`src/rtl/rspd_pkg.sv`:
```
// rspd_pkg: shared types and codes for the remote serial protocol packet deframer
// holds the command record passed from the front end to the back end through the queue
// depends on nothing

package rspd_pkg;

    localparam int BYTE_W  = 8;
    localparam int KIND_W  = 2;
    localparam int QDEPTH  = 4;
    localparam int QAW     = $clog2(QDEPTH);
    localparam int QCW     = $clog2(QDEPTH + 1);

    localparam logic [KIND_W-1:0] KIND_DATA  = 2'd0;
    localparam logic [KIND_W-1:0] KIND_BREAK = 2'd1;
    localparam logic [KIND_W-1:0] KIND_ACK   = 2'd2;
    localparam logic [KIND_W-1:0] KIND_NAK   = 2'd3;

    typedef enum logic [1:0] {
        OP_START,
        OP_ADD,
        OP_BREAK,
        OP_CHECK
    } op_t;

    typedef struct packed {
        op_t               op;
        logic [BYTE_W-1:0] data;
        logic              emit;
        logic              flip;
        logic              bad;
    } cmd_t;

endpackage

```
`src/rtl/rsp_packet_deframer_top.sv`:
```
// rsp_packet_deframer_top: top level of the remote serial protocol packet deframer
// depends on rspd_pkg, rspd_front, rspd_cmd_queue, rspd_back

// Takes one byte per cycle while full is low and passes one result per cycle at full rate. A
// received byte is classified by the framing state machine in the cycle of its transfer and,
// if it has any effect on the sum or gives a result, lands in a four-entry command queue; the
// back end takes one command per cycle unless a command that gives a result must wait for the
// held result to be popped, updates the running sum and loads the result register. full
// rises only when the command queue holds four commands, empty is low while the result
// register holds a result; bytes dropped while hunting and the closing hash give no result.

module rsp_packet_deframer_top
(
    input  logic                        clk,
    input  logic                        rst_n,
    input  logic                        push,
    output logic                        full,
    input  logic [rspd_pkg::BYTE_W-1:0] rx_byte,
    output logic                        empty,
    input  logic                        pop,
    output logic [rspd_pkg::KIND_W-1:0] kind,
    output logic [rspd_pkg::BYTE_W-1:0] payload_byte,
    output logic [rspd_pkg::BYTE_W-1:0] sum_computed,
    output logic [rspd_pkg::BYTE_W-1:0] sum_received
);
    import rspd_pkg::*;

    logic in_take;
    logic cmd_valid;
    cmd_t front_cmd;
    cmd_t head_cmd;
    logic q_full;
    logic q_empty;
    logic q_rd;
    logic res_valid;
    logic res_take;

    assign full     = q_full;
    assign in_take  = push && !q_full;
    assign empty    = !res_valid;
    assign res_take = pop && res_valid;

    rspd_front u_front
    (
        .clk       (clk),
        .rst_n     (rst_n),
        .in_take   (in_take),
        .rx_byte   (rx_byte),
        .cmd_valid (cmd_valid),
        .cmd       (front_cmd)
    );

    rspd_cmd_queue u_queue
    (
        .clk     (clk),
        .rst_n   (rst_n),
        .wr_en   (cmd_valid),
        .wr_cmd  (front_cmd),
        .q_full  (q_full),
        .rd_en   (q_rd),
        .rd_cmd  (head_cmd),
        .q_empty (q_empty)
    );

    rspd_back u_back
    (
        .clk          (clk),
        .rst_n        (rst_n),
        .cmd          (head_cmd),
        .q_empty      (q_empty),
        .q_rd         (q_rd),
        .res_valid    (res_valid),
        .res_take     (res_take),
        .kind         (kind),
        .payload_byte (payload_byte),
        .sum_computed (sum_computed),
        .sum_received (sum_received)
    );

endmodule

```
`src/rtl/rspd_front.sv`:
```
// rspd_front: framing state machine that classifies each received byte into a command
// depends on rspd_pkg

module rspd_front
(
    input  logic                       clk,
    input  logic                       rst_n,
    input  logic                       in_take,
    input  logic [rspd_pkg::BYTE_W-1:0] rx_byte,
    output logic                       cmd_valid,
    output rspd_pkg::cmd_t             cmd
);
    import rspd_pkg::*;

    localparam logic [BYTE_W-1:0] CH_START = 8'h24;
    localparam logic [BYTE_W-1:0] CH_END   = 8'h23;
    localparam logic [BYTE_W-1:0] CH_ESC   = 8'h7d;
    localparam logic [BYTE_W-1:0] CH_BREAK = 8'h03;

    localparam logic [2:0] PH_HUNT = 3'd0;
    localparam logic [2:0] PH_BODY = 3'd1;
    localparam logic [2:0] PH_ESC  = 3'd2;
    localparam logic [2:0] PH_HI   = 3'd3;
    localparam logic [2:0] PH_LO   = 3'd4;

    logic [2:0] phase_reg, phase_next;
    logic [3:0] high_nibble_reg, high_nibble_next;
    logic       digit_bad_reg, digit_bad_next;
    logic [3:0] nib;
    logic       nib_bad;

    // hex digit decode, either case
    always_comb
    begin
        nib     = 4'hf;
        nib_bad = 1'b0;
        if (rx_byte >= 8'h30 && rx_byte <= 8'h39)
        begin
            nib = rx_byte[3:0];
        end
        else if ((rx_byte >= 8'h61 && rx_byte <= 8'h66) ||
                 (rx_byte >= 8'h41 && rx_byte <= 8'h46))
        begin
            nib = rx_byte[3:0] + 4'd9;
        end
        else
        begin
            nib_bad = 1'b1;
        end
    end

    always_comb
    begin
        phase_next       = phase_reg;
        high_nibble_next = high_nibble_reg;
        digit_bad_next   = digit_bad_reg;
        cmd_valid        = 1'b0;
        cmd.op           = OP_ADD;
        cmd.data         = rx_byte;
        cmd.emit         = 1'b0;
        cmd.flip         = 1'b0;
        cmd.bad          = 1'b0;
        unique case (phase_reg)
            PH_BODY:
            begin
                if (rx_byte == CH_END)
                begin
                    phase_next = PH_HI;
                end
                else if (rx_byte == CH_ESC)
                begin
                    phase_next = PH_ESC;
                    cmd_valid  = 1'b1;
                end
                else
                begin
                    cmd_valid = 1'b1;
                    cmd.emit  = 1'b1;
                end
            end
            PH_ESC:
            begin
                phase_next = PH_BODY;
                cmd_valid  = 1'b1;
                cmd.emit   = 1'b1;
                cmd.flip   = 1'b1;
            end
            PH_HI:
            begin
                phase_next       = PH_LO;
                high_nibble_next = nib;
                digit_bad_next   = digit_bad_reg | nib_bad;
            end
            PH_LO:
            begin
                phase_next     = PH_HUNT;
                digit_bad_next = digit_bad_reg | nib_bad;
                cmd_valid      = 1'b1;
                cmd.op         = OP_CHECK;
                cmd.data       = {high_nibble_reg, nib};
                cmd.bad        = digit_bad_reg | nib_bad;
            end
            default:
            begin
                phase_next = PH_HUNT;
                if (rx_byte == CH_START)
                begin
                    phase_next     = PH_BODY;
                    digit_bad_next = 1'b0;
                    cmd_valid      = 1'b1;
                    cmd.op         = OP_START;
                end
                else if (rx_byte == CH_BREAK)
                begin
                    cmd_valid = 1'b1;
                    cmd.op    = OP_BREAK;
                end
            end
        endcase
        if (!in_take)
        begin
            cmd_valid = 1'b0;
        end
    end

    always_ff @(posedge clk or negedge rst_n)
    begin
        if (!rst_n)
        begin
            phase_reg       <= PH_HUNT;
            high_nibble_reg <= 4'h0;
            digit_bad_reg   <= 1'b0;
        end
        else if (in_take)
        begin
            phase_reg       <= phase_next;
            high_nibble_reg <= high_nibble_next;
            digit_bad_reg   <= digit_bad_next;
        end
    end

endmodule

```
`src/rtl/rspd_cmd_queue.sv`:
```
// rspd_cmd_queue: short command queue between the front end and the back end
// depends on rspd_pkg

module rspd_cmd_queue
(
    input  logic           clk,
    input  logic           rst_n,
    input  logic           wr_en,
    input  rspd_pkg::cmd_t wr_cmd,
    output logic           q_full,
    input  logic           rd_en,
    output rspd_pkg::cmd_t rd_cmd,
    output logic           q_empty
);
    import rspd_pkg::*;

    cmd_t           slot_reg [QDEPTH];
    logic [QAW-1:0] wr_ptr_reg;
    logic [QAW-1:0] rd_ptr_reg;
    logic [QCW-1:0] count_reg, count_next;

    assign q_full  = (count_reg == QCW'(QDEPTH));
    assign q_empty = (count_reg == '0);
    assign rd_cmd  = slot_reg[rd_ptr_reg];

    always_comb
    begin
        count_next = count_reg;
        if (wr_en && !rd_en)
        begin
            count_next = count_reg + 1'b1;
        end
        else if (!wr_en && rd_en)
        begin
            count_next = count_reg - 1'b1;
        end
    end

    always_ff @(posedge clk)
    begin
        if (wr_en)
        begin
            slot_reg[wr_ptr_reg] <= wr_cmd;
        end
    end

    always_ff @(posedge clk or negedge rst_n)
    begin
        if (!rst_n)
        begin
            wr_ptr_reg <= '0;
            rd_ptr_reg <= '0;
            count_reg  <= '0;
        end
        else
        begin
            if (wr_en)
            begin
                wr_ptr_reg <= wr_ptr_reg + 1'b1;
            end
            if (rd_en)
            begin
                rd_ptr_reg <= rd_ptr_reg + 1'b1;
            end
            count_reg <= count_next;
        end
    end

`ifndef SYNTHESIS
    a_no_overflow: assert property (@(posedge clk) disable iff (!rst_n)
        q_full |-> !wr_en)
        else $error("command written into a full queue");

    a_no_underflow: assert property (@(posedge clk) disable iff (!rst_n)
        q_empty |-> !rd_en)
        else $error("command read from an empty queue");

    a_count_bound: assert property (@(posedge clk) disable iff (!rst_n)
        count_reg <= QCW'(QDEPTH))
        else $error("queue count beyond depth");
`endif

endmodule

```
`src/rtl/rspd_back.sv`:
```
// rspd_back: executes commands, keeps the running body sum and holds the result register
// depends on rspd_pkg

module rspd_back
(
    input  logic                        clk,
    input  logic                        rst_n,
    input  rspd_pkg::cmd_t              cmd,
    input  logic                        q_empty,
    output logic                        q_rd,
    output logic                        res_valid,
    input  logic                        res_take,
    output logic [rspd_pkg::KIND_W-1:0] kind,
    output logic [rspd_pkg::BYTE_W-1:0] payload_byte,
    output logic [rspd_pkg::BYTE_W-1:0] sum_computed,
    output logic [rspd_pkg::BYTE_W-1:0] sum_received
);
    import rspd_pkg::*;

    localparam logic [BYTE_W-1:0] ESC_XOR = 8'h20;

    logic [BYTE_W-1:0] sum_reg, sum_next;
    logic              valid_reg;
    logic [KIND_W-1:0] kind_reg, kind_next;
    logic [BYTE_W-1:0] pay_reg, pay_next;
    logic [BYTE_W-1:0] sc_reg, sc_next;
    logic [BYTE_W-1:0] sr_reg, sr_next;
    logic              gives_result;
    logic              slot_free;
    logic [BYTE_W-1:0] sum_add;

    assign sum_add      = sum_reg + cmd.data;
    assign gives_result = (cmd.op == OP_BREAK) || (cmd.op == OP_CHECK) ||
                          ((cmd.op == OP_ADD) && cmd.emit);
    assign slot_free    = !valid_reg || res_take;
    assign q_rd         = !q_empty && (slot_free || !gives_result);

    always_comb
    begin
        sum_next  = sum_reg;
        kind_next = KIND_DATA;
        pay_next  = '0;
        sc_next   = '0;
        sr_next   = '0;
        unique case (cmd.op)
            OP_START:
            begin
                sum_next = '0;
            end
            OP_ADD:
            begin
                sum_next = sum_add;
                pay_next = cmd.flip ? (cmd.data ^ ESC_XOR) : cmd.data;
                sc_next  = sum_add;
            end
            OP_BREAK:
            begin
                kind_next = KIND_BREAK;
            end
            OP_CHECK:
            begin
                kind_next = (!cmd.bad && (cmd.data == sum_reg)) ? KIND_ACK : KIND_NAK;
                sc_next   = sum_reg;
                sr_next   = cmd.data;
            end
            default:
            begin
                sum_next = sum_reg;
            end
        endcase
    end

    always_ff @(posedge clk or negedge rst_n)
    begin
        if (!rst_n)
        begin
            sum_reg   <= '0;
            valid_reg <= 1'b0;
        end
        else
        begin
            if (q_rd)
            begin
                sum_reg <= sum_next;
            end
            if (q_rd && gives_result)
            begin
                valid_reg <= 1'b1;
            end
            else if (res_take)
            begin
                valid_reg <= 1'b0;
            end
        end
    end

    always_ff @(posedge clk)
    begin
        if (q_rd && gives_result)
        begin
            kind_reg <= kind_next;
            pay_reg  <= pay_next;
            sc_reg   <= sc_next;
            sr_reg   <= sr_next;
        end
    end

    assign res_valid    = valid_reg;
    assign kind         = kind_reg;
    assign payload_byte = pay_reg;
    assign sum_computed = sc_reg;
    assign sum_received = sr_reg;

`ifndef SYNTHESIS
    a_no_overwrite: assert property (@(posedge clk) disable iff (!rst_n)
        (valid_reg && !res_take && q_rd) |-> !gives_result)
        else $error("held result overwritten");

    a_ack_matches: assert property (@(posedge clk) disable iff (!rst_n)
        (valid_reg && kind_reg == KIND_ACK) |-> (sc_reg == sr_reg))
        else $error("ack with differing sums");

    a_break_clean: assert property (@(posedge clk) disable iff (!rst_n)
        (valid_reg && kind_reg == KIND_BREAK) |-> (sc_reg == '0 && sr_reg == '0))
        else $error("break result carries sums");
`endif

endmodule

```
`config.mk`:
```
export PLATFORM = sky130hd
export DESIGN_NAME = rsp_packet_deframer_top
export DESIGN_NICKNAME = d
export VERILOG_FILES = /design/src/rtl/rspd_pkg.sv /design/src/rtl/rsp_packet_deframer_top.sv /design/src/rtl/rspd_front.sv /design/src/rtl/rspd_cmd_queue.sv /design/src/rtl/rspd_back.sv
export SDC_FILE = /design/constraint.sdc
export NUM_CORES = 1
export LEC_CHECK = 0
export BUFFER_PORTS_ARGS = -buffer_cell sky130_fd_sc_hd__buf_2
export CAP_MARGIN = 0
export CORE_ASPECT_RATIO = 0.7
export CORE_MARGIN = 2
export CORE_UTILIZATION = 30
export CTS_CLUSTER_DIAMETER = 120
export DETAILED_ROUTE_END_ITERATION = 8
export PLACE_DENSITY_LB_ADDON = 0.2
export SYNTH_ARGS = -nofsm -noshare
export SYNTH_HDL_FRONTEND = slang
export SYNTH_SLANG_ARGS = --single-unit
export TNS_END_PERCENT = 50
```
`constraint.sdc`:
```
create_clock -name clk -period 3.3 [get_ports clk]
set_input_delay 0.825 -clock clk [delete_from_list [all_inputs] [get_ports clk]]
set_output_delay 0.825 -clock clk [all_outputs]
set_load 0.05 [all_outputs]
```
# ---- Yosys cells after proc, flatten, opt, wreduce, memory -nomap -nowiden
# Memories as Yosys holds them, arrays and structs flattened.
# Cells that the tools add are included.
dict set report word_totals {
  reg_bits 50
  ramBits 52
  input_bits 12
  output_inout_bits 28
  elab_cells 114
  mem_count 1
}
# memory depth word_bits rd rd_clocked_by_memory_dff write_ports line
set memory_table {}
lappend memory_table {u_queue.slot_reg 4 13 1 0 1 rspd_cmd_queue.sv:17} ;# cmd_t slot_reg [QDEPTH];
dict set report op_classes {
  n_addsub 6
  magnitude_cmp 6
  n_eq_ne 14
  mux 35
  bitwise 3
  reduce_logical 37
}
# operator n
set op_table {}
lappend op_table {{$pmux 8 s2} 2}
lappend op_table {{$mux 1} 17}
lappend op_table {{$eq 8x6->1 const B} 2}
lappend op_table {{$ge 8x7->1 const B} 2}
lappend op_table {{$le 8x7->1 const B} 2}
lappend op_table {{$mux 3} 4}
lappend op_table {{$pmux 3 s4} 1}
lappend op_table {{$logic_and 1x1->1} 11}
lappend op_table {{$add 8x8->8} 1}
lappend op_table {{$eq 8x2->1 const B} 1}
lappend op_table {{$eq 8x7->1 const B} 1}
lappend op_table {{$eq 8x8->1} 1}
lappend op_table {{$ge 8x6->1 const B} 1}
lappend op_table {{$le 8x6->1 const B} 1}
lappend op_table {{$mux 4} 2}
lappend op_table {{$mux 8} 1}
lappend op_table {{$pmux 2 s2} 2}
lappend op_table {{$reduce_bool 2->1} 4}
lappend op_table {{$logic_not 1->1} 7}
lappend op_table {{$eq 3x2->1 const B} 2}
lappend op_table {{$eq 3x3->1 const B} 2}
lappend op_table {{$mux 6} 1}
lappend op_table {{$reduce_and 2->1} 3}
lappend op_table {{$reduce_or 2->1} 3}
lappend op_table {{18 further kinds} 27}

# ---- Longest topological paths before layout
# Gate-level depths: netlist of the first run.
# An unclocked memory read counts as a cell.
dict set report depth {
  ltp_word 10
  depth_mapped 11
  mapped_depth_nobuf 11
}

# ---- Modules after synthesis
# Synthesis of the first run repeated with hierarchy kept, for this count alone.
dict set report hier_totals {
  cells_unflattened 357
  area_unflattened_um2 4904.7
}
# mod n_inst cells_each area_per_inst_um2 seq_area_each_um2
set by_module_without_submodules {}
lappend by_module_without_submodules {rspd_cmd_queue 1 102 2299.7 1736.7}
lappend by_module_without_submodules {rspd_back 1 151 1766.7 1006.0}
lappend by_module_without_submodules {rspd_front 1 101 819.5 200.2}
lappend by_module_without_submodules {rsp_packet_deframer_top 1 3 18.8 0.0}

# ---- Least setup slack after synthesis of the first run
# Ideal clock, no wire load.
dict set report synth_timing {
  kind {input to register}
  from {in rx_byte[3] (netlist name)}
  to {reg u_queue.count_reg[2]}
  setup_ns 0.079
  t_arrival_ns 3.023
  required_time_ns 3.221
  setup_slack_ns 0.198
  stages 10
  path_buffers 0
  cell_sequence {nor3_1 -> or4b_1 -> a21oi_1 -> o21a_1 -> ha_1 -> inv_1 -> fa_1 -> xor2_1 -> nor2_1 -> xor2_1}
}
dict set report synth_via {
  elab_chain_cells 8
  elab_cells_between_ends 13
  classes_between {eq/ne (3); mux (6); reduce/logical (4)}
}
# item line
set synth_lines {}
lappend synth_lines {{start: declaration} rsp_packet_deframer_top.sv:18} ;# input logic [rspd_pkg::BYTE_W-1:0] rx_byte,
lappend synth_lines {{$eq 8x2->1} rspd_front.sv:113} ;# else if (rx_byte == CH_BREAK)
lappend synth_lines {{$mux 1} rspd_front.sv:113}
lappend synth_lines {{$mux 1} rspd_front.sv:106} ;# if (rx_byte == CH_START)
lappend synth_lines {{$pmux 1 s3 (*)} rspd_front.sv:63} ;# unique case (phase_reg)
lappend synth_lines {{$mux 1 (*)} rspd_front.sv:120} ;# if (!in_take)
lappend synth_lines {{net cmd_valid} rsp_packet_deframer_top.sv:29} ;# logic cmd_valid;
lappend synth_lines {{$logic_not 1->1} rspd_cmd_queue.sv:33} ;# else if (!wr_en && rd_en)
lappend synth_lines {{$logic_and 1x1->1} rspd_cmd_queue.sv:33}
lappend synth_lines {{$reduce_bool 2->1 (no source line)} --}
lappend synth_lines {{end signal: assignment} rspd_cmd_queue.sv:65} ;# count_reg <= count_next;
lappend synth_lines {{end: declaration} rspd_cmd_queue.sv:20} ;# logic [QCW-1:0] count_reg, count_next;
# Mark *: on every way through the listed nets, which the timed path passes. The rest lies on a longest branch.
# A chain may end at the register's enable or synchronous reset.

==> metrics.yaml, run 1 <==
slew_violations: 0
seq_power_share: 0.361
fin_setup_tns_ps: 0
avgSynthCellArea_um2: 13.5
postCtsSetupRepairBufs: 0
timing.fmax_mhz: 339
port_buffers: 39
grt_pass1_vias: 2912
path_clk_slew_ps: 70
grt_max_degree: 27
fillCellCount: 1498
wl_um: 10600
maxCapViolations: 0
ant_nets: 0
synth.mux.area_fraction: 0.105
drive_above_1_share: 0.245
worstPathRequired_ps: 3400
post-route-util: 0.361
status: "finished, final reports clean"
row_count: 38
cp_max_fo: 5
syn-num-nets: 387
yosys_warnings: 0
vias: 3044
die_w_um: 156
dr.pass1.iters: 4
synth-edff-count: 78
synth_compound_area_frac: 0.0768
clockBufferDepth: 2
synth_cells: 358
synth_top_family_by_area: "simple AND/OR/NAND/NOR gates"
n_antenna_cell: 0
dpl.hpwl_um: 7560
synth_adder_area_share: 0.0471
hold_class: "flop to flop"
core-area_um2: 15600
htree_levels: 3
drcViolationCount: 0
cts_tree: "yes"
grt_pass1_wl_um: 16500
antenna_found_initial: 0
clock_latency_ps: 340
fin_crit_ps: 2950
synthSimpleGateAreaFrac: 0.112
clock_skew_ps: 7.67
max_slew_margin: 0.500
finalHoldViolations: 0
r2r-start: "u_queue.rd_ptr_reg[0]"
internal-power_mw: 3.01
synthXorXnorAreaFrac: 0.0253
switchingPower_mw: 2.05
cts_hold_buf: 0
synth_most_common_cell: "edfxtp_1"
cp-end-kind: "flop"
synth-seq-cells: 102
yosys.area.top_type_share: 0.484
r2r_cells: 8
yosysSeqAreaShare: 0.608
ff2ff_setup_slack_ps: 350
largest_reg_flops: 52
synth_area_um2: 4840
grt_use_total: 0.129
synthTopCellsByCount: "78 x edfxtp_1, 28 x nor2_1, 24 x dfrtp_1, 24 x nand2_1, 20 x a21oi_1"
hold_ws_ps: 488
die_area_um2: 17200
crit_type: "flop to flop"
yosys.area.top_type: "edfxtp_1"
r2r_end: "u_back.sum_computed[6]"
vias_per_cell: 4.93
p_comb_frac: 0.429
power_leakage_nw: 2.21
grt_setup_unrepaired: "false"
fp.dieH_um: 110
clock_sinks: 102
grt-ovfl-total: 0
synth-async-reset-ratio: 0.235
setup_violations: 0
drt_iter0_drc: 136
ys_top_cells_by_area: "edfxtp_1 48%, dfrtp_1 12%, mux4_2 5.6%, ha_1 3.9%, mux2_2 2.8%"
startpoint_type: "flop"
layout.nets: 441
hp-start: "u_queue.count_reg[2]"
worst_pin_slew_ps: 743
power.total_mw: 5.06
ioPinCount: 40
min_to: "u_queue.count_reg[2]"
ir_drop_v: 0.000322
period_share: 0.894
wl_per_cell_um: 17.2
synth.distinct_cells: 47
whs_path_depth: 1
place.gp.congestion: 0.802
p_clk_frac: 0.211
cts_resized: 0
worstPathArrival_ps: 3050
area_delta_synth_final_pct: 16.6
cts_buffers: 9
power.density_nw_per_um2: 897
switching_share: 0.404
start_util: 0.309
ctsRootBufferMaster: "clkbuf_16"
ys.flop_type: "edfxtp_1"
[critical path: stages, from the launching register on]
cell and delay (ps):
dfrtp_1 500, mux4_2 600, ha_1 260, fa_1 460
a211oi_1 260, o21bai_1 120, a21oi_1 190, xnor2_1 100
a22o_1 200
[kinds of logic (layout without fill, tap and decap cells)]
| family | count (synthesis) | after routing |
|---|---|---|
| AOI/OAI and AO/OA | 58 | 58 |
| and+or+nand+nor | 106 | 106 |
| muxes | 34 | 34 |
| xor gates and xnor gates | 14 | 14 |
| DFF | 102 | 102 |
| buffers and inverters | 27 | 86 |
| adders and majority gates | 17 | 17 |
[stage by stage]
stage	cells	cell area, um2	setup WS, ps
global placement	601	5340	87.1
global route	617	5640	144
CTS	617	5640	317
detailed placement	601	5340	55.5
finish	617	5640	350
floorplan	358	4840	198
[cells in the final DEF, fill, tap and decap left out, drive strengths merged, types with 3 or more instances in the layout]
cell type  Yosys  layout
edfxtp        78      78
buf            6      57
nor2          28      28
nand2         24      24
dfrtp         24      24
a21oi         20      20
inv           13      16
ha            15      15
and3          13      13
mux4          12      12
mux2          12      12
xnor2         10      10
mux2i         10      10
clkbuf         8      10
o21ai          9       9
nand3          8       8
a21o           6       6
nor3           5       5
nand2b         5       5
nor4           5       5
o31ai          5       5
a31oi          4       4
xor2           4       4
and2           4       4
nand4          3       3
nor2b          3       3
a211o          3       3
[worst max path at each step]
stage	startpoint	to	slack (ps)	depth (start not counted)
2_1_floorplan	rx_byte[3]	u_queue.count_reg[2]	200	10
3_3_place_gp	rx_byte[1]	u_queue.count_reg[2]	90	12
3_5_place_dp	rx_byte[1]	u_queue.count_reg[2]	60	12
4_1_cts	u_queue.rd_ptr_reg[0]	u_back.sum_computed[6]	320	8
5_1_grt	u_queue.rd_ptr_reg[0]	u_back.sum_computed[7]	140	8
6_report	u_queue.rd_ptr_reg[0]	u_back.sum_computed[6]	350	8
[power groups by stage]
stage                     Clock (mW)  Sequential (mW)  Combinational (mW)
after floorplan                    0             2.35                1.17
after global placement             0             1.85                2.18
after detailed placement           0             1.86                2.19
after CTS                       1.10             1.83                2.20
after global routing            1.15             1.86                2.36
final                           1.07             1.83                2.17
[final cells by class]
class,count,area [um2],area share
clock buffer,10,229,0.0406
clock inverter,6,68.8,0.0122
timing repair buffer,57,330,0.0586
tap,200,250,0.0444
multi-input combinational,229,1770,0.314
sequential,102,2940,0.522
inverter,13,48.8,0.00865
[layer usage]
| metal | track usage | routed length, um | vias up |
|---|---|---|---|
| met5 | 0 | 0 | - |
| met4 | 0.0275 | 67 | 0 |
| met3 | 0.0367 | 418 | 8 |
| met2 | 0.192 | 4560 | 67 |
| met1 | 0.189 | 5590 | 1514 |
| li1 | - | - | 1455 |
(Power assumes the default switching activity.)
==> inputs of run 2 (changes only) <==
--- a/config.mk
+++ b/config.mk
@@ -8,9 +8,9 @@
 export BUFFER_PORTS_ARGS = -buffer_cell sky130_fd_sc_hd__buf_2
 export CAP_MARGIN = 0
 export CORE_ASPECT_RATIO = 0.7
-export CORE_MARGIN = 2
 export CORE_UTILIZATION = 30
 export CTS_CLUSTER_DIAMETER = 120
+export CTS_CLUSTER_SIZE = 25
 export DETAILED_ROUTE_END_ITERATION = 8
 export PLACE_DENSITY_LB_ADDON = 0.2
 export SYNTH_ARGS = -nofsm -noshare
==> run 2 against run 1 <==
  * Cell count fell by 0.16%
  * Flip-flop and latch count unchanged
  * Worst hold slack improved by 11 ps
  * First-iteration DRC count up 54%
  * Clock-buffer cell count down 1
  * Clock skew increased by 2.9 ps
  * Via count is 1.5% lower
  * Combinational power about the same
  * Total power up 0.18%
  * Largest power group unchanged
  * Core utilization hardly changed
  * Global-route usage grew 0.61 points
==> metrics.yaml, run 2 (synthesis results as in run 1) <==
status: "finished, final reports clean"  # unchanged
final_common_cell: "edfxtp_1"  # unchanged
r2r_end: "u_back.sum_computed[7]"  # was u_back.sum_computed[6]
ctsRootBufferMaster: "clkbuf_16"  # unchanged
setup_violations: 0  # unchanged
power_leakage_nw: 2.20  # was 2.21 nW
hold_class: "flop to flop"  # unchanged
crit_type: "flop to flop"  # unchanged
cp_max_fo: 11  # was 5
grt_max_degree: 27  # unchanged
start_util: 0.309  # unchanged
fillCellCount: 1508  # was 1498
wl_um: 10300  # was 10600 um
worst_pin_slew_ps: 725  # was 743 ps
cts_tree: "yes"  # unchanged
ir_drop_v: 0.000356  # was 0.000322 V
period_share: 0.884  # was 0.894
dr.pass1.iters: 4  # unchanged
core-area_um2: 15600  # unchanged
grt_pass1_vias: 2911  # was 2912
ff2ff_setup_slack_ps: 380  # was 350 ps
hp-start: "u_queue.count_reg[2]"  # unchanged
area_delta_synth_final_pct: 16.6  # about the same
layout.nets: 440  # was 441
vias_per_cell: 4.87  # was 4.93
r2r-start: "u_queue.rd_ptr_reg[0]"  # unchanged
clockBufferDepth: 2  # unchanged
slowest_stage: "mux4_2"  # unchanged
ff_latch_area_um2: 2940  # unchanged
drcViolationCount: 0  # unchanged
port_buffers: 39  # unchanged
max_slew_margin: 0.516  # was 0.500
finalHoldViolations: 0  # unchanged
path_buf_inv: 1  # was 0
drt_iter0_drc: 209  # was 136
die_area_um2: 16600  # was 17200 um2
fin_setup_tns_ps: 0  # unchanged
crit_top_cell: "o21ai_0"
grt_setup_unrepaired: "false"  # unchanged
fin_crit_ps: 2920  # was 2950 ps
clock_skew_ps: 10.6  # was 7.67 ps
dpl.hpwl_um: 7340  # was 7560 um
maxCapViolations: 0  # unchanged
cts_buffers: 9  # unchanged
r2r_cells: 8  # unchanged
cp_cell_sequence: "buf_4, mux4_2, ha_1, a211o_1, a21oi_1, o21ai_0, xnor2_1, o21ai_0"  # was mux4_2, ha_1, fa_1, a211oi_1, o21bai_1, a21oi_1, xnor2_1, a22o_1
ioPinCount: 40  # unchanged
n_antenna_cell: 0  # unchanged
vias: 2997  # was 3044
row_count: 38  # unchanged
fp.dieH_um: 108  # was 110 um
instances_no_fill: 616  # was 617
place.gp.congestion: 0.826  # was 0.802
power.density_nw_per_um2: 899  # was 897 nW/um2
numPlacedInstances: 600  # was 601
final_cell_mix: "78 x edfxtp_1, 39 x buf_2, 27 x nor2_1"  # unchanged
ant_nets: 0  # unchanged
cp-end-kind: "flop"  # unchanged
path_clk_slew_ps: 70  # about the same
grt_pass1_wl_um: 16700  # was 16500 um
postCtsSetupRepairBufs: 0  # unchanged
worstPathRequired_ps: 3380  # was 3400 ps
critPathMaxStageDelay_ps: 600  # about the same
cts_resized: 0  # unchanged
htree_levels: 3  # unchanged
cts_hold_buf: 0  # unchanged
wl_per_cell_um: 16.8  # was 17.2 um
grt-ovfl-total: 0  # unchanged
whs_path_depth: 1  # unchanged
largest_reg_flops: 52  # unchanged
post-route-util: 0.361  # about the same
drive_above_1_share: 0.245  # about the same
clock_latency_ps: 350  # was 340 ps
slew_violations: 0  # unchanged
min_to: "u_queue.count_reg[2]"  # unchanged
crit_start: "u_queue.rd_ptr_reg[0]"  # unchanged
startpoint_type: "flop"  # unchanged
multi_input_area_um2: 1770  # unchanged
grt_use_total: 0.135  # was 0.129
timing.fmax_mhz: 343  # was 339 MHz
antenna_found_initial: 0  # unchanged
die_w_um: 154  # was 156 um
worstPathArrival_ps: 2990  # was 3050 ps
clock_sinks: 102  # unchanged
cp_top_family: "compound AO/OA/AOI/OAI gates"  # unchanged
-- run 2: layout make-up --
cell class              count  share of cell area
clock inverters             7              0.0140
well taps                 200              0.0444
clock buffers               9              0.0399
multi-input cells         229               0.314
repair buffers             56              0.0572
inverters                  13             0.00865
flip-flops and latches    102               0.522
-- run 2: worst reg2reg max path: cells and delay by family, from the launching register on --
kind | cells | cell delay (ps)
DFF | 1 | 410
AOI/OAI and AO/OA | 4 | 670
buffers and inverters | 1 | 270
xor gates and xnor gates | 1 | 280
adders and majority gates | 1 | 420
muxes | 1 | 600
-- run 2: power breakdown --
group / internal (mW) / total (mW) / switching, mW
Sequential: 1.71 / 1.82 / 0.116
Clock: 0.596 / 1.08 / 0.487
Combinational: 0.702 / 2.16 / 1.46
Total: 3.01 / 5.07 / 2.06
-- run 2: worst max path at each step --
stage | depth (start not counted) | slack [ps] | endpoint
global placement | 12 | 100 | u_queue.count_reg[2]
global route | 8 | 230 | u_back.sum_computed[7]
detailed placement | 12 | 40 | u_queue.count_reg[2]
floorplan | 10 | 200 | u_queue.count_reg[2]
finish | 8 | 380 | u_back.sum_computed[7]
CTS | 8 | 360 | u_back.sum_computed[7]
-- run 2: through the flow --
step	instance area, um2	worst slack [ps]	hold slack, ps	power (mW)
floorplan	4840	198	457	3.52
global placement	5340	95.8	475	4.01
detailed placement	5340	42.2	481	4.03
CTS	5640	365	496	5.12
global route	5640	230	509	5.37
finish	5640	384	498	5.07
-- run 2: layer usage --
metal  wire length, um  global-route usage  share of wire
met1              5490               0.196           0.53
met2              4390               0.200           0.42
met3               415              0.0389          0.040
met4                39              0.0279         0.0038
met5                 0                   0              0
==> inputs of run 3 (changes only) <==
--- a/config.mk
+++ b/config.mk
@@ -8,7 +8,7 @@
 export BUFFER_PORTS_ARGS = -buffer_cell sky130_fd_sc_hd__buf_2
 export CAP_MARGIN = 0
 export CORE_ASPECT_RATIO = 0.7
-export CORE_UTILIZATION = 30
+export CORE_UTILIZATION = 45
 export CTS_CLUSTER_DIAMETER = 120
 export CTS_CLUSTER_SIZE = 25
 export DETAILED_ROUTE_END_ITERATION = 8
==> run 3 against run 2 <==
  * Critical path depth increased by 4
  * Non-clock buffer count down 1
  * Worst setup slack improved by 28 ps
  * Global-route usage rose by 5.8 points
  * First-iteration DRC count is 32% higher
  * Via count rose by 1.4%
  * Sequential power is essentially flat
  * Clock skew is 0.72 ps lower
  * Register-to-register slack gained 90 ps
  * Largest cell class unchanged
  * Highest routed layer unchanged
==> metrics.yaml, run 3 (synthesis results as in run 1) <==
post-route-util: 0.533  # was 0.361
gr-usage-met3: 0.0514  # was 0.0389
fin_setup_tns_ps: 0  # unchanged
grt_pass1_vias: 2808  # was 2911
wl_per_cell_um: 18.1  # was 16.8 um
wl_um: 9890  # was 10300 um
ir_drop_v: 0.000346  # was 0.000356 V
busiest_layer: "met1"  # was met2
row_count: 31  # was 38
r2r_end: "u_queue.count_reg[1]"  # was u_back.sum_computed[7]
postPlaceCellArea_um2: 5240  # was 5340 um2
hold_ws_ps: 495  # was 498 ps
grt_setup_unrepaired: "false"  # unchanged
htree_levels: 3  # unchanged
worst_pin_slew_ps: 635  # was 725 ps
cts_hold_buf: 0  # unchanged
drt_iter0_drc: 276  # was 209
drcViolationCount: 0  # unchanged
area_delta_synth_final_pct: 14.6  # was 16.6%
power_leakage_nw: 2.20  # about the same
layout.nets: 439  # was 440
vias: 3039  # was 2997
setup_violations: 0  # unchanged
p_comb_frac: 0.429  # was 0.426
clock_latency_ps: 350  # about the same
vias_per_cell: 5.56  # was 4.87
finalHoldViolations: 0  # unchanged
setup_ws_ps: 412  # was 384 ps
r2r_cells: 8  # unchanged
ff2ff_setup_slack_ps: 470  # was 380 ps
fillCellCount: 857  # was 1508
drive_above_1_share: 0.239  # was 0.245
crit_type: "input port to flop"  # was flop to flop
largest_reg_flops: 52  # unchanged
cp_cell_sequence: "buf_2, ha_1, inv_1, or4b_1, a21oi_1, o21a_1, ha_1, inv_1, fa_1, xor2_1, nor2_1, xor2_1"  # was buf_4, mux4_2, ha_1, a211o_1, a21oi_1, o21ai_0, xnor2_1, o21ai_0
port_buffers: 39  # unchanged
grt_max_degree: 27  # unchanged
maxCapViolations: 0  # unchanged
path_buf_inv: 3  # was 1
critPathMaxStageDelay_ps: 520  # was 600 ps
worstPathRequired_ps: 3570  # was 3380 ps
die_area_um2: 11200  # was 16600 um2
fp.dieH_um: 88.7  # was 108 um
ctsRootBufferMaster: "clkbuf_16"  # unchanged
r2r-start: "u_queue.rd_ptr_reg[0]"  # unchanged
cts_tree: "yes"  # unchanged
internal-power_mw: 3.02  # was 3.01 mW
path_clk_slew_ps: 60  # was 70 ps
cp_max_fo: 4  # was 11
timing.fmax_mhz: 346  # was 343 MHz
n_antenna_cell: 0  # unchanged
hold_class: "input port to asynchronous set/reset pin"  # was flop to flop
grt-ovfl-total: 0  # unchanged
status: "finished, final reports clean"  # unchanged
seq_power_share: 0.361  # was 0.360
clockBufferDepth: 2  # unchanged
cts_resized: 0  # unchanged
start_util: 0.465  # was 0.309
pre_cts_ws_ps: 67.5  # was 42.2 ps
finalInstanceArea_um2: 5540  # was 5640 um2
met2_usage: 0.269  # was 0.200
antenna_found_initial: 0  # unchanged
power.density_nw_per_um2: 913  # was 899 nW/um2
die_w_um: 126  # was 154 um
ant_nets: 0  # unchanged
fin_crit_ps: 2890  # was 2920 ps
use_met1: 0.294  # was 0.196
instances_no_fill: 547  # was 616
final_common_cell: "edfxtp_1"  # unchanged
cp-end-kind: "flop"  # unchanged
postCtsSetupRepairBufs: 0  # unchanged
power.total_mw: 5.06  # was 5.07 mW
slowest_stage: "or4b_1"  # was mux4_2
cts_buffers: 9  # unchanged
place.gp.congestion: 0.873  # was 0.826
cp_top_family: "adder cells"  # was compound AO/OA/AOI/OAI gates
worstPathArrival_ps: 3160  # was 2990 ps
switching_share: 0.403  # was 0.407
dpl.hpwl_um: 7060  # was 7340 um
numPlacedInstances: 531  # was 600
period_share: 0.875  # was 0.884
grt_pass1_wl_um: 15600  # was 16700 um
p_clk_frac: 0.210  # was 0.214
switchingPower_mw: 2.04  # was 2.06 mW
final_cell_mix: "78 x edfxtp_1, 39 x buf_2, 27 x nor2_1"  # unchanged
dr.pass1.iters: 4  # unchanged
ioPinCount: 40  # unchanged
startpoint_type: "input port"  # was flop
slew_violations: 0  # unchanged
clock_skew_ps: 9.87  # was 10.6 ps
grt_use_total: 0.193  # was 0.135
core-area_um2: 10400  # was 15600 um2
max_slew_margin: 0.577  # was 0.516
clock_sinks: 102  # unchanged
run 3: cell types whose count changed in the layout (fill, tap and decap cells not counted), sizes merged:
cell	before	now
clkinv	0	1
clkinvlp	3	2
buf	56	55
clkbuf	9	11
inv	16	14
run 3: worst max path at each step:
stage / start / to / slack (ps) / depth (start not counted)
final: rx_byte[1] / u_queue.count_reg[2] / 410 / 12
after global routing: rx_byte[3] / u_queue.count_reg[2] / 200 / 11
after CTS: rx_byte[1] / u_queue.count_reg[2] / 400 / 12
after detailed placement: rx_byte[1] / u_queue.count_reg[2] / 70 / 12
after global placement: rx_byte[1] / u_queue.count_reg[2] / 130 / 12
after floorplan: rx_byte[3] / u_queue.count_reg[2] / 200 / 10
run 3: worst reg2reg max path, stage by stage, from the launching register on:
cell and delay [ps]:
dfrtp_1 390, buf_4 230, mux4_2 690, a21o_1 220, a21o_1 220, ha_1 220
inv_1 90, fa_1 400, mux2_2 270
run 3: per-layer routing:
layer / share of wire / vias to the layer above
met5: 0 / -
met3: 0.059 / 9
met1: 0.51 / 1498
met2: 0.42 / 86
met4: 0.011 / 0
li1: - / 1446
run 3: power by group through the flow:
stage | Sequential [mW] | Combinational, mW | Clock (mW)
finish | 1.83 | 2.17 | 1.06
global route | 1.85 | 2.34 | 1.14
CTS | 1.83 | 2.18 | 1.08
detailed placement | 1.85 | 2.17 | 0
global placement | 1.85 | 2.15 | 0
floorplan | 2.35 | 1.17 | 0
run 3: layout make-up:
type	count	area (um2)	area share
sequential	102	2940	0.531
multi-input combinational	229	1770	0.319
timing repair buffer	55	315	0.0569
clock buffer	11	243	0.0438
tap	132	165	0.0298
clock inverter	5	57.6	0.0104
inverter	13	48.8	0.00880
